==> src/hw/rtl/i2cscp_pkg.sv <==
// Shared types and codes of the counter command port.
// No dependencies; used by all modules of the block.
package i2cscp_pkg;

    // Bus and sensor event codes
    localparam logic [2:0] OP_ADDR_WRITE = 3'd0;
    localparam logic [2:0] OP_ADDR_READ  = 3'd1;
    localparam logic [2:0] OP_WRITE_BYTE = 3'd2;
    localparam logic [2:0] OP_READ_NEXT  = 3'd3;
    localparam logic [2:0] OP_PULSE      = 3'd4;
    localparam logic [2:0] OP_VOLTAGE    = 3'd5;

    // Command bytes
    localparam logic [7:0] CMD_BEGIN    = 8'h01;
    localparam logic [7:0] CMD_HALT     = 8'h02;
    localparam logic [7:0] CMD_CLEAR    = 8'h03;
    localparam logic [7:0] CMD_SET_DAC  = 8'h04;
    localparam logic [7:0] CMD_GET_VOLT = 8'h05;

    // Reply lengths in bytes and argument count of set-voltage
    localparam logic [2:0] VOLT_REPLY_LEN  = 3'd2;
    localparam logic [2:0] COUNT_REPLY_LEN = 3'd4;
    localparam logic [1:0] SET_DAC_ARGS    = 2'd2;

    typedef struct packed {
        logic [2:0]  operation;
        logic [7:0]  data_byte;
        logic [11:0] voltage_sample;
    } item_t;

    typedef struct packed {
        logic        tx_valid;
        logic [7:0]  tx_byte;
        logic        dac_write;
        logic [11:0] dac_value;
        logic        counting_on;
    } result_t;

endpackage

==> src/hw/rtl/i2c_slave_counter_command_port_core.sv <==
// Command port of a bus-slave pulse counter. Each input transaction is one event: address
// write, address read, write byte, read next, pulse, or voltage sample; each produces exactly
// one result transaction. Throughput is one transaction per clock while m_ready is high;
// a stalled result holds the pipeline. The event is held in an input register, decoded
// against the command state combinationally, and the result is loaded into an output
// register until the consumer takes it. The command and count state (including the 32-bit
// pulse counter) is registered together with the result. The first byte written
// after an address phase is the command: 0x01 start counting (LED on), 0x02 stop and request
// DAC code 0, 0x03 clear the count, 0x04 set-voltage (two more bytes, high first, low
// 12 bits sent to the DAC). Reads return the voltage as two bytes after command 0x05,
// otherwise the count as four bytes, MSB first.
module i2c_slave_counter_command_port_core (
    input  logic        aclk,
    input  logic        aresetn,
    // Event channel
    input  logic        s_valid,
    output logic        s_ready,
    input  logic [2:0]  s_operation,
    input  logic [7:0]  s_data_byte,
    input  logic [11:0] s_voltage_sample,
    // Result channel
    output logic        m_valid,
    input  logic        m_ready,
    output logic        m_tx_valid,
    output logic [7:0]  m_tx_byte,
    output logic        m_dac_write,
    output logic [11:0] m_dac_value,
    output logic        m_counting_on
);

    i2cscp_pkg::item_t   s_item;
    i2cscp_pkg::item_t   item;
    i2cscp_pkg::result_t result;
    i2cscp_pkg::result_t m_result;
    logic                item_valid;
    logic                fire;
    logic                out_ready;

    assign s_item.operation      = s_operation;
    assign s_item.data_byte      = s_data_byte;
    assign s_item.voltage_sample = s_voltage_sample;

    // Hold the incoming transaction; advance it when the result register has room
    i2cscp_in_stage u_in (
        .aclk       (aclk),
        .aresetn    (aresetn),
        .s_valid    (s_valid),
        .s_ready    (s_ready),
        .s_item     (s_item),
        .down_ready (out_ready),
        .item_valid (item_valid),
        .item       (item),
        .fire       (fire)
    );

    // Decode the event, update command/count state, form the result
    i2cscp_engine u_engine (
        .aclk    (aclk),
        .aresetn (aresetn),
        .fire    (fire && item_valid),
        .item    (item),
        .result  (result)
    );

    // Hold the result until the consumer takes it
    i2cscp_out_stage u_out (
        .aclk     (aclk),
        .aresetn  (aresetn),
        .load     (fire),
        .result   (result),
        .up_ready (out_ready),
        .m_valid  (m_valid),
        .m_ready  (m_ready),
        .m_result (m_result)
    );

    assign m_tx_valid    = m_result.tx_valid;
    assign m_tx_byte     = m_result.tx_byte;
    assign m_dac_write   = m_result.dac_write;
    assign m_dac_value   = m_result.dac_value;
    assign m_counting_on = m_result.counting_on;

endmodule

==> src/hw/rtl/i2cscp_in_stage.sv <==
// Input register of the counter command port.
// Depends on i2cscp_pkg (item_t).
module i2cscp_in_stage (
    input  logic               aclk,
    input  logic               aresetn,
    input  logic               s_valid,
    output logic               s_ready,
    input  i2cscp_pkg::item_t  s_item,
    input  logic               down_ready,
    output logic               item_valid,
    output i2cscp_pkg::item_t  item,
    output logic               fire
);

    logic              valid_reg;
    logic              valid_next;
    i2cscp_pkg::item_t item_reg;

    assign fire    = valid_reg && down_ready;
    assign s_ready = !valid_reg || down_ready;

    always_comb begin
        valid_next = valid_reg;
        if (s_valid && s_ready) begin
            valid_next = 1'b1;
        end else if (fire) begin
            valid_next = 1'b0;
        end
    end

    always_ff @(posedge aclk) begin
        if (!aresetn) begin
            valid_reg <= 1'b0;
        end else begin
            valid_reg <= valid_next;
        end
    end

    // Payload: load on accept only
    always_ff @(posedge aclk) begin
        if (s_valid && s_ready) begin
            item_reg <= s_item;
        end
    end

    assign item_valid = valid_reg;
    assign item       = item_reg;

endmodule

==> src/hw/rtl/i2cscp_engine.sv <==
// Command state and event decode of the counter command port.
// Depends on i2cscp_pkg (codes, item_t, result_t).
module i2cscp_engine (
    input  logic                 aclk,
    input  logic                 aresetn,
    input  logic                 fire,
    input  i2cscp_pkg::item_t    item,
    output i2cscp_pkg::result_t  result
);

    logic [7:0]  cmd_reg,         cmd_next;
    logic [1:0]  wr_pos_reg,      wr_pos_next;
    logic [2:0]  rd_pos_reg,      rd_pos_next;
    logic [31:0] pulse_total_reg, pulse_total_next;
    logic        count_en_reg,    count_en_next;
    logic [11:0] volt_reg,        volt_next;
    logic [7:0]  arg_reg  [2];
    logic [7:0]  arg_next [2];

    logic [7:0]  cmd_cur;
    logic [1:0]  wr_pos_m1;
    logic [1:0]  args_needed;
    logic [2:0]  reply_len;
    logic [7:0]  reply_rd;
    logic [7:0]  reply_first;

    // Byte pos of the read reply, most significant first
    function automatic logic [7:0] reply_byte(
        input logic [7:0]  cmd,
        input logic [1:0]  pos,
        input logic [31:0] total,
        input logic [11:0] volt
    );
        logic [7:0] b;
        b = 8'h00;
        if (cmd == i2cscp_pkg::CMD_GET_VOLT) begin
            b = (pos == 2'd0) ? {4'h0, volt[11:8]} : volt[7:0];
        end else begin
            case (pos)
                2'd0:    b = total[31:24];
                2'd1:    b = total[23:16];
                2'd2:    b = total[15:8];
                default: b = total[7:0];
            endcase
        end
        return b;
    endfunction

    assign reply_len   = (cmd_reg == i2cscp_pkg::CMD_GET_VOLT) ?
                         i2cscp_pkg::VOLT_REPLY_LEN : i2cscp_pkg::COUNT_REPLY_LEN;
    assign reply_rd    = reply_byte(cmd_reg, rd_pos_reg[1:0], pulse_total_reg, volt_reg);
    assign reply_first = reply_byte(cmd_reg, 2'd0, pulse_total_reg, volt_reg);
    assign cmd_cur     = (wr_pos_reg == 2'd0) ? item.data_byte : cmd_reg;
    assign wr_pos_m1   = wr_pos_reg - 2'd1;
    assign args_needed = (cmd_cur == i2cscp_pkg::CMD_SET_DAC) ?
                         i2cscp_pkg::SET_DAC_ARGS : 2'd0;

    always_comb begin
        cmd_next         = cmd_reg;
        wr_pos_next      = wr_pos_reg;
        rd_pos_next      = rd_pos_reg;
        pulse_total_next = pulse_total_reg;
        count_en_next    = count_en_reg;
        volt_next        = volt_reg;
        arg_next         = arg_reg;
        result           = '0;
        if (fire) begin
            unique case (item.operation)
                i2cscp_pkg::OP_ADDR_WRITE: begin
                    wr_pos_next = 2'd0;
                    rd_pos_next = 3'd0;
                end
                i2cscp_pkg::OP_ADDR_READ: begin
                    wr_pos_next     = 2'd0;
                    rd_pos_next     = 3'd1;
                    result.tx_valid = 1'b1;
                    result.tx_byte  = reply_first;
                end
                i2cscp_pkg::OP_WRITE_BYTE: begin
                    cmd_next = cmd_cur;
                    if (wr_pos_reg != 2'd0) begin
                        arg_next[wr_pos_m1[0]] = item.data_byte;
                    end
                    if (wr_pos_reg >= args_needed) begin
                        wr_pos_next = 2'd0;
                        unique case (cmd_cur)
                            i2cscp_pkg::CMD_BEGIN: begin
                                count_en_next = 1'b1;
                            end
                            i2cscp_pkg::CMD_HALT: begin
                                count_en_next    = 1'b0;
                                result.dac_write = 1'b1;
                            end
                            i2cscp_pkg::CMD_CLEAR: begin
                                pulse_total_next = 32'd0;
                            end
                            i2cscp_pkg::CMD_SET_DAC: begin
                                result.dac_write = 1'b1;
                                result.dac_value = {arg_next[0][3:0], arg_next[1]};
                            end
                            default: ;
                        endcase
                    end else begin
                        wr_pos_next = wr_pos_reg + 2'd1;
                    end
                end
                i2cscp_pkg::OP_READ_NEXT: begin
                    if (rd_pos_reg < reply_len) begin
                        result.tx_valid = 1'b1;
                        result.tx_byte  = reply_rd;
                        rd_pos_next     = rd_pos_reg + 3'd1;
                    end
                end
                i2cscp_pkg::OP_PULSE: begin
                    if (count_en_reg) begin
                        pulse_total_next = pulse_total_reg + 32'd1;
                    end
                end
                i2cscp_pkg::OP_VOLTAGE: begin
                    volt_next = item.voltage_sample;
                end
                default: ;
            endcase
        end
        result.counting_on = count_en_next;
    end

    always_ff @(posedge aclk) begin
        if (!aresetn) begin
            cmd_reg         <= 8'h00;
            wr_pos_reg      <= 2'd0;
            rd_pos_reg      <= 3'd0;
            pulse_total_reg <= 32'd0;
            count_en_reg    <= 1'b0;
            volt_reg        <= 12'd0;
        end else begin
            cmd_reg         <= cmd_next;
            wr_pos_reg      <= wr_pos_next;
            rd_pos_reg      <= rd_pos_next;
            pulse_total_reg <= pulse_total_next;
            count_en_reg    <= count_en_next;
            volt_reg        <= volt_next;
        end
    end

    // Argument bytes are read only after being written
    always_ff @(posedge aclk) begin
        arg_reg <= arg_next;
    end

endmodule

==> src/hw/rtl/i2cscp_out_stage.sv <==
// Result register of the counter command port.
// Depends on i2cscp_pkg (result_t).
module i2cscp_out_stage (
    input  logic                 aclk,
    input  logic                 aresetn,
    input  logic                 load,
    input  i2cscp_pkg::result_t  result,
    output logic                 up_ready,
    output logic                 m_valid,
    input  logic                 m_ready,
    output i2cscp_pkg::result_t  m_result
);

    logic                valid_reg;
    logic                valid_next;
    i2cscp_pkg::result_t result_reg;

    assign up_ready = !valid_reg || m_ready;

    always_comb begin
        valid_next = valid_reg;
        if (load) begin
            valid_next = 1'b1;
        end else if (m_ready) begin
            valid_next = 1'b0;
        end
    end

    always_ff @(posedge aclk) begin
        if (!aresetn) begin
            valid_reg <= 1'b0;
        end else begin
            valid_reg <= valid_next;
        end
    end

    always_ff @(posedge aclk) begin
        if (load) begin
            result_reg <= result;
        end
    end

    assign m_valid  = valid_reg;
    assign m_result = result_reg;

endmodule

==> config.mk <==
export PLATFORM = sky130hd
export DESIGN_NAME = i2c_slave_counter_command_port_core
export DESIGN_NICKNAME = d
export VERILOG_FILES = /design/src/hw/rtl/i2cscp_pkg.sv /design/src/hw/rtl/i2c_slave_counter_command_port_core.sv /design/src/hw/rtl/i2cscp_in_stage.sv /design/src/hw/rtl/i2cscp_engine.sv /design/src/hw/rtl/i2cscp_out_stage.sv
export SDC_FILE = /design/constraint.sdc
export NUM_CORES = 1
export LEC_CHECK = 0
export ABC_AREA = 1
export ABC_CLOCK_PERIOD_IN_PS = 3700
export BUFFER_PORTS_ARGS = -buffer_cell sky130_fd_sc_hd__buf_2
export CAP_MARGIN = 15
export CORE_UTILIZATION = 40
export CTS_BUF_LIST = sky130_fd_sc_hd__clkbuf_8
export DETAILED_ROUTE_END_ITERATION = 16
export GPL_TIMING_DRIVEN = 0
export PLACE_DENSITY = 0.68
export SETUP_SLACK_MARGIN = 0.5
export SYNTH_ARGS = -nofsm -noshare
export SYNTH_HDL_FRONTEND = slang
export SYNTH_SLANG_ARGS = --single-unit
==> constraint.sdc <==
create_clock -name aclk -period 3.7 [get_ports aclk]
set_input_delay 0.37 -clock aclk [delete_from_list [all_inputs] [get_ports aclk]]
set_output_delay 0.37 -clock aclk [all_outputs]
set_load 0.1 [all_outputs]
* Word-level counts from Yosys, hierarchy flattened *
Index checks and enable logic that the tools add are counted.

cells by class
  magnitude comparators = 4
  add/subtract/negate cells = 4
  muxes and demuxes = 30
  reductions and logical operators = 27
  bitwise logic cells = 1
  equal/unequal tests = 16

operator list
  kind                   number
  $mux 32                3
  $pmux 32 s2            1
  $mux 8                 5
  $add 32x1->32 const B  1
  $pmux 8 s3             1
  $pmux 9 s2             1
  $bwmux 16              1
  $eq 8x2->1 const B     2
  $eq 8x3->1 const B     2
  $mux 12                1
  $reduce_bool 2->1      5
  $mux 9                 1
  $pmux 3 s3             1
  $reduce_and 3->1       3
  $demux 8 s1            1
  $eq 8x1->1 const B     1
  $mux 1                 8
  $eq 3x2->1 const B     2
  $eq 3x3->1 const B     2
  $mux 3                 2
  $ne 2x1->1 const B     3
  $reduce_and 2->1       3
  $reduce_and 5->1       1
  $logic_and 1x1->1      4
  22 further kinds       27

storage, ports and cells
  bits in registers = 122
  output and inout port bits = 25

* Depth between registers and ports, before layout *
  word-level depth = 8
  gate-level depth with buffers = 20

* Cells and area by module *
Synthesis repeated with hierarchy kept, for this count alone.

second synthesis, totals
  cell total of the unflattened synthesis = 809
  area, all modules = 6189.7 sq um

modules (own cells, without submodules)
  module                               sequential area each (sq um)  area each (sq um)  cells each  times used
  i2cscp_engine                        1521.5                        4695.8             746         1
  i2cscp_in_stage                      710.7                         749.5              32          1
  i2cscp_out_stage                     710.7                         737.0              29          1
  i2c_slave_counter_command_port_core  0.0                           7.5                2           1

* Least setup slack after synthesis *
OpenSTA, ideal clock, no wires.

  kind = register to register
  start = reg u_out.valid_reg, in the netlist u_out.m_valid
  end = reg u_in.item_reg, in the netlist u_in.item[0] (enable)
  path slack = 726 ps
  stages on the path, launching flop included = 4
  arrival time = 2621 ps
  required time = 3347 ps
  cell sequence = dfxtp_1 -> nand3_1 -> nand2_1 -> inv_1

between the ends
  word-level cells in the longest chain between the ends = 4

ends and longest elaborated chain
  item                      RTL line                                   source
  start: declaration        i2cscp_out_stage.sv:14                     logic valid_reg;
  start signal: assignment  i2cscp_out_stage.sv:33                     valid_reg <= valid_next;
  $logic_not 1->1           i2cscp_out_stage.sv:18                     assign up_ready = !valid_reg || m_ready;
  $logic_or 1x1->1          i2cscp_out_stage.sv:18
  $logic_or 1x1->1          i2cscp_in_stage.sv:20                      assign s_ready = !valid_reg || down_ready;
  named net s_ready         i2c_slave_counter_command_port_core.sv:17  output logic s_ready,
  $logic_and 1x1->1         i2cscp_in_stage.sv:41                      if (s_valid && s_ready) begin
  end signal: assignment    i2cscp_in_stage.sv:42                      item_reg <= s_item;
  end: declaration          i2cscp_in_stage.sv:17                      i2cscp_pkg::item_t item_reg;

The timed path passes the listed nets, and every way through them passes these cells.
A chain may end at the register's enable or synchronous reset.

* Final worst setup path *
  start = reg u_engine.wr_pos_reg[0]
  end = reg u_engine.pulse_total_reg[18]

between the ends
  word-level cells in the longest chain between the ends = 7

ends and longest elaborated chain
  item                                 RTL line              source
  start: declaration                   i2cscp_engine.sv:12   logic [1:0] wr_pos_reg, wr_pos_next;
  start signal: assignment             i2cscp_engine.sv:138  wr_pos_reg <= wr_pos_next;
  $logic_not 2->1                      i2cscp_engine.sv:53   assign cmd_cur = (wr_pos_reg == 2'd0) ? item.data_byte : cmd_reg;
  $mux 8                               i2cscp_engine.sv:53
  $eq 8x3->1                           i2cscp_engine.sv:55   assign args_needed = (cmd_cur == i2cscp_pkg::CMD_SET_DAC) ?
  $mux 2                               i2cscp_engine.sv:55
  $ge 2x2->1                           i2cscp_engine.sv:84   if (wr_pos_reg >= args_needed) begin
  $ne 2x1->1 (no source line)          -
  $reduce_and 5->1 (no source line) *  -
  end signal: assignment               i2cscp_engine.sv:140  pulse_total_reg <= pulse_total_next;
  end: declaration                     i2cscp_engine.sv:14   logic [31:0] pulse_total_reg, pulse_total_next;

Every way passes the cells marked *; elsewhere a longest branch is shown, timed or not.

==> results.md <==
- Hold Vio Cnt, Final: 0
- Required time at the endpoint of the critical path: 4.08 ns
- Setup repair after global routing missed its margin: false
- Switching Power: about 0.0007 W
- Number of placed instances with taps included: 1063
- Static Leak: 2.69 nW
- Async set or reset register ratio after synthesis: 0%
- Clock power frac: about two fifths
- Clock tree from TritonCTS: yes
- Final TNS setup: 0 ns
- Part of the total power dissipated in combinational logic: under 10%
- Arithmetic-cell share of the synthesized area counting full adders, half adders and majority gates: around 1.8%
- Antenna Diode Count: 0
- Clock-pin slew reported for the worst setup and hold paths after clock tree synthesis: 0.07 ns
- Kind of launch point of the worst setup path: flip-flop
- Max frequency: between 300 and 400 MHz
- Post-synthesis xor/xnor area fraction: 2.29%
- Chip width: 126 microns
- Flip-flop count of the largest register after layout: 32
- Cell taking the most area after synthesis: edfxtp_1
- Layout overhead on the synthesized area: 14.3%
- Antenna violation net count after detailed routing: 0
- Fraction of layout cells with a size suffix above 1: 12.2%
- Via density per instance: roughly 5.0
- Share of the synthesized area in compound gates (AO/OA/AOI/OAI): 9.92%
- Synth top cells by count: 231 x nand2_1, 163 x nor2_1, 81 x inv_1
- Number of warning messages in the yosys log: 0
- Max rail drop VDD: slightly above 0.3 mV
- Final weighted congestion of routability-driven global placement: 0.933
- Part of the power in registers: 52.5%
- Via count: ~5400
- Die Y: between 100 and 150 microns
- Number of standard cells in the layout, taps in and fillers out: 1096
- Mean cell area of the mapped netlist: 7.41 sq um
- Worst path arrival time: roughly 3.3 ns
- Total power: 0.00270 W
- Critical setup path kind: reg -> reg
- Detailed-routing iteration count for the pre-antenna-repair pass: 5
- Row Count: 44
- Hold Buf Count CTS: 0
- Final setup slack of the worst path: around 0.77 ns
- Number of antenna violations at the first check in global routing: 0
- Final nets: 935
- Area inside the core boundary: roughly 15000 sq um
- Worst slack at placement: 0.236 ns
- Flops & latches, synth: between 100 and 150
- Outcome: complete, no violations
- Power density normalized to cell area: 386 nW/um^2
- Basic-gate share of the synthesized area counting and, or, nand and nor cells: slightly above 30%
- Hold/Removal Path Class: in -> reg
- Biggest area contributors in the synthesized netlist: edfxtp_1 28%, dfxtp_1 20%, nand2_1 14%
- Initial cell density of the core: 41.6%
- Post-detailed-route wirelength per cell: 13.9 microns
- Portion of the clock cycle consumed by the worst path in the final layout: 79.2%
- Cell at the root of the clock tree: clkbuf_8
- Ys flop type: dfxtp_1
- Critical Path Sink Type: flip-flop
- Filler instances: 1489
- Worst Max-Slew Pin Slew: 1.04 ns
- Max-slew violation count: 0
- Drt initial violations: ~430
- DRC viols: 0
- Wire length of the first global-routing pass: roughly 25000 microns
- Insertion delay to the later sink of the worst-skew pair: 0.45 ns
- Htree depth: 4
- Number of distinct standard cells referenced by the synthesized netlist: 33
- Post-synthesis cell area: 6130 sq um
- Crit path max fanout: 10
- Top-level port count: 52
- Worst Hold Margin: 0.0933 ns
- Mapped Cells: slightly above 800
- Count of final setup violators: 0
- Number of sinks handled by clock tree synthesis: 118
- Minimum clock period: between 2 and 3 ns
- Maximum clock path buffer count: 2
- Most common cell in the synthesized netlist: nand2_1
- Count of port buffers added during placement: 51
- Share of the synthesized area in the top cell type: 28.4%
- Number of enable flip-flop cells after synthesis: between 50 and 60
- Pin count of the biggest net entering global routing: 27
- Total wire length: 15300 microns
- Max-capacitance violation count: 0
- Max transition margin: 30.5%
- GRT Residual Overflow: 0
- Number of global-route vias before repair: just under 5000
- Final setup skew: 0.00864 ns
- Post-detail-place hpwl: 11300 microns
- Post-Synthesis Net Count: roughly 860
- Net switching share of the total power: a little over a quarter
- Internal Dissipation: a little under 0.002 W
- Floorplan die area: between 15000 and 20000 sq um
- Sequential share of the synthesized area: between 40 and 50%
- Gr usage total: 20.3%
- Dominant combinational cell family by area after synthesis: simple AND/OR/NAND/NOR gates
- Fraction of synthesized area in multiplexers: 0%
- Number of buffers created by CTS: 17
repair_timing:
item                                    4_1_cts  5_1_grt
endpoints found under the setup margin       24       32
gates cloned                                  0        0
gates resized for setup                       3        6
setup buffers                                 1        0
pin swaps                                     1        0
per-layer routing:
layer | part of all wire [%] | vias up | global-route usage (%)
met3 | 7.4 | 23 | 5.18
li1 | - | 2796 | -
met2 | 43 | 195 | 29.8
met1 | 48 | 2429 | 28.7
met5 | 0 | - | 0
met4 | 2.0 | 0 | 7.37
stage by stage:
step | utilization (%) | cell area [sq um]
final | 47.5 | 7010
after floorplan | - | 6130
after CTS | 47.4 | 6990
after detailed placement | 44.9 | 6620
after global routing | 47.5 | 7010
after global placement | 44.9 | 6620
final timing paths:
| kind | from | to | slack (ns) | depth (start not counted) |
|---|---|---|---|---|
| hold reg to reg | u_engine.volt_reg[6]$_SDFFE_PN0P_ | u_engine.volt_reg[6]$_SDFFE_PN0P_ | 0.46 | 2 |
| setup / recovery | u_engine.wr_pos_reg[0]$_SDFFE_PN0P_ | u_engine.pulse_total_reg[18]$_SDFFE_PN0P_ | 0.77 | 18 |
| hold / removal | s_operation[2] | u_in.item[22]$_DFFE_PP_ | 0.09 | 1 |
| setup reg to reg | u_engine.wr_pos_reg[0]$_SDFFE_PN0P_ | u_engine.pulse_total_reg[18]$_SDFFE_PN0P_ | 0.77 | 18 |
logic make-up (layout without fill, tap and decap cells):
| group | Yosys count | in the layout |
|---|---|---|
| AO/OA/AOI/OAI | 115 | 115 |
| flip-flops | 118 | 118 |
| adder cells (fa/ha/maj) | 9 | 9 |
| XOR/XNOR | 16 | 16 |
| buffers and inverters | 111 | 195 |
| AND/OR/NAND/NOR | 459 | 459 |
power groups by stage:
stage | Sequential, W | Clock, W | Combinational, W
6_report | 0.00142 | 0.00104 | 0.000246
4_1_cts | 0.00142 | 0.00107 | 0.000243
3_5_place_dp | 0.00145 | 0 | 0.000239
2_1_floorplan | 0.00151 | 0 | 0.000114
3_3_place_gp | 0.00145 | 0 | 0.000237
5_1_grt | 0.00142 | 0.00113 | 0.000266
worst max-delay path, stage by stage (launching register included):
cell and delay [ns]:
dfxtp_2 0.37, inv_2 0.07, ha_4 0.18, buf_6 0.14
o21ai_1 0.17, nand2_1 0.12, nor2_4 0.15, inv_2 0.06
nor3_4 0.15, ha_1 0.27, a21oi_2 0.18, nand2_1 0.09
nand2_1 0.07, nor2_1 0.08, buf_4 0.22, nand2_4 0.14
buf_6 0.18, nand2_1 0.06, a21oi_1 0.14
cell usage in the layout, fill, tap and decap left out, types with 3 or more instances in the layout:
cell type  netlist  final
xor2_1           6      6
inv_2            3      4
a21oi_1         48     47
nor3_1           7      7
ha_1             9      8
nor2_2           4      4
buf_2            3     53
a211oi_1         8      8
clkbuf_1        16     16
clkbuf_8         0     18
nand2_2          4      4
o21ai_1          5      5
edfxtp_1        58     58
buf_6            6      6
nand4_1          4      4
nand2_1        231    231
nand3_1         39     39
o21ai_0         48     48
inv_1           81     84
clkinv_1         0      3
xnor2_1         10     10
nor2_1         163    163
dfxtp_1         60     59
final cells by class:
cell class / count / area (sq um) / area share [%]
inverters: 84 / 315 / 4.50
multi-input cells: 599 / 2750 / 39.3
flip-flops and latches: 118 / 2940 / 42.0
clock inverters: 14 / 98.8 / 1.41
clock buffers: 18 / 248 / 3.54
plain buffers: 27 / 154 / 2.20
repair buffers: 52 / 263 / 3.75
well taps: 184 / 230 / 3.29
No activity file was read; power rests on OpenSTA's default activity.
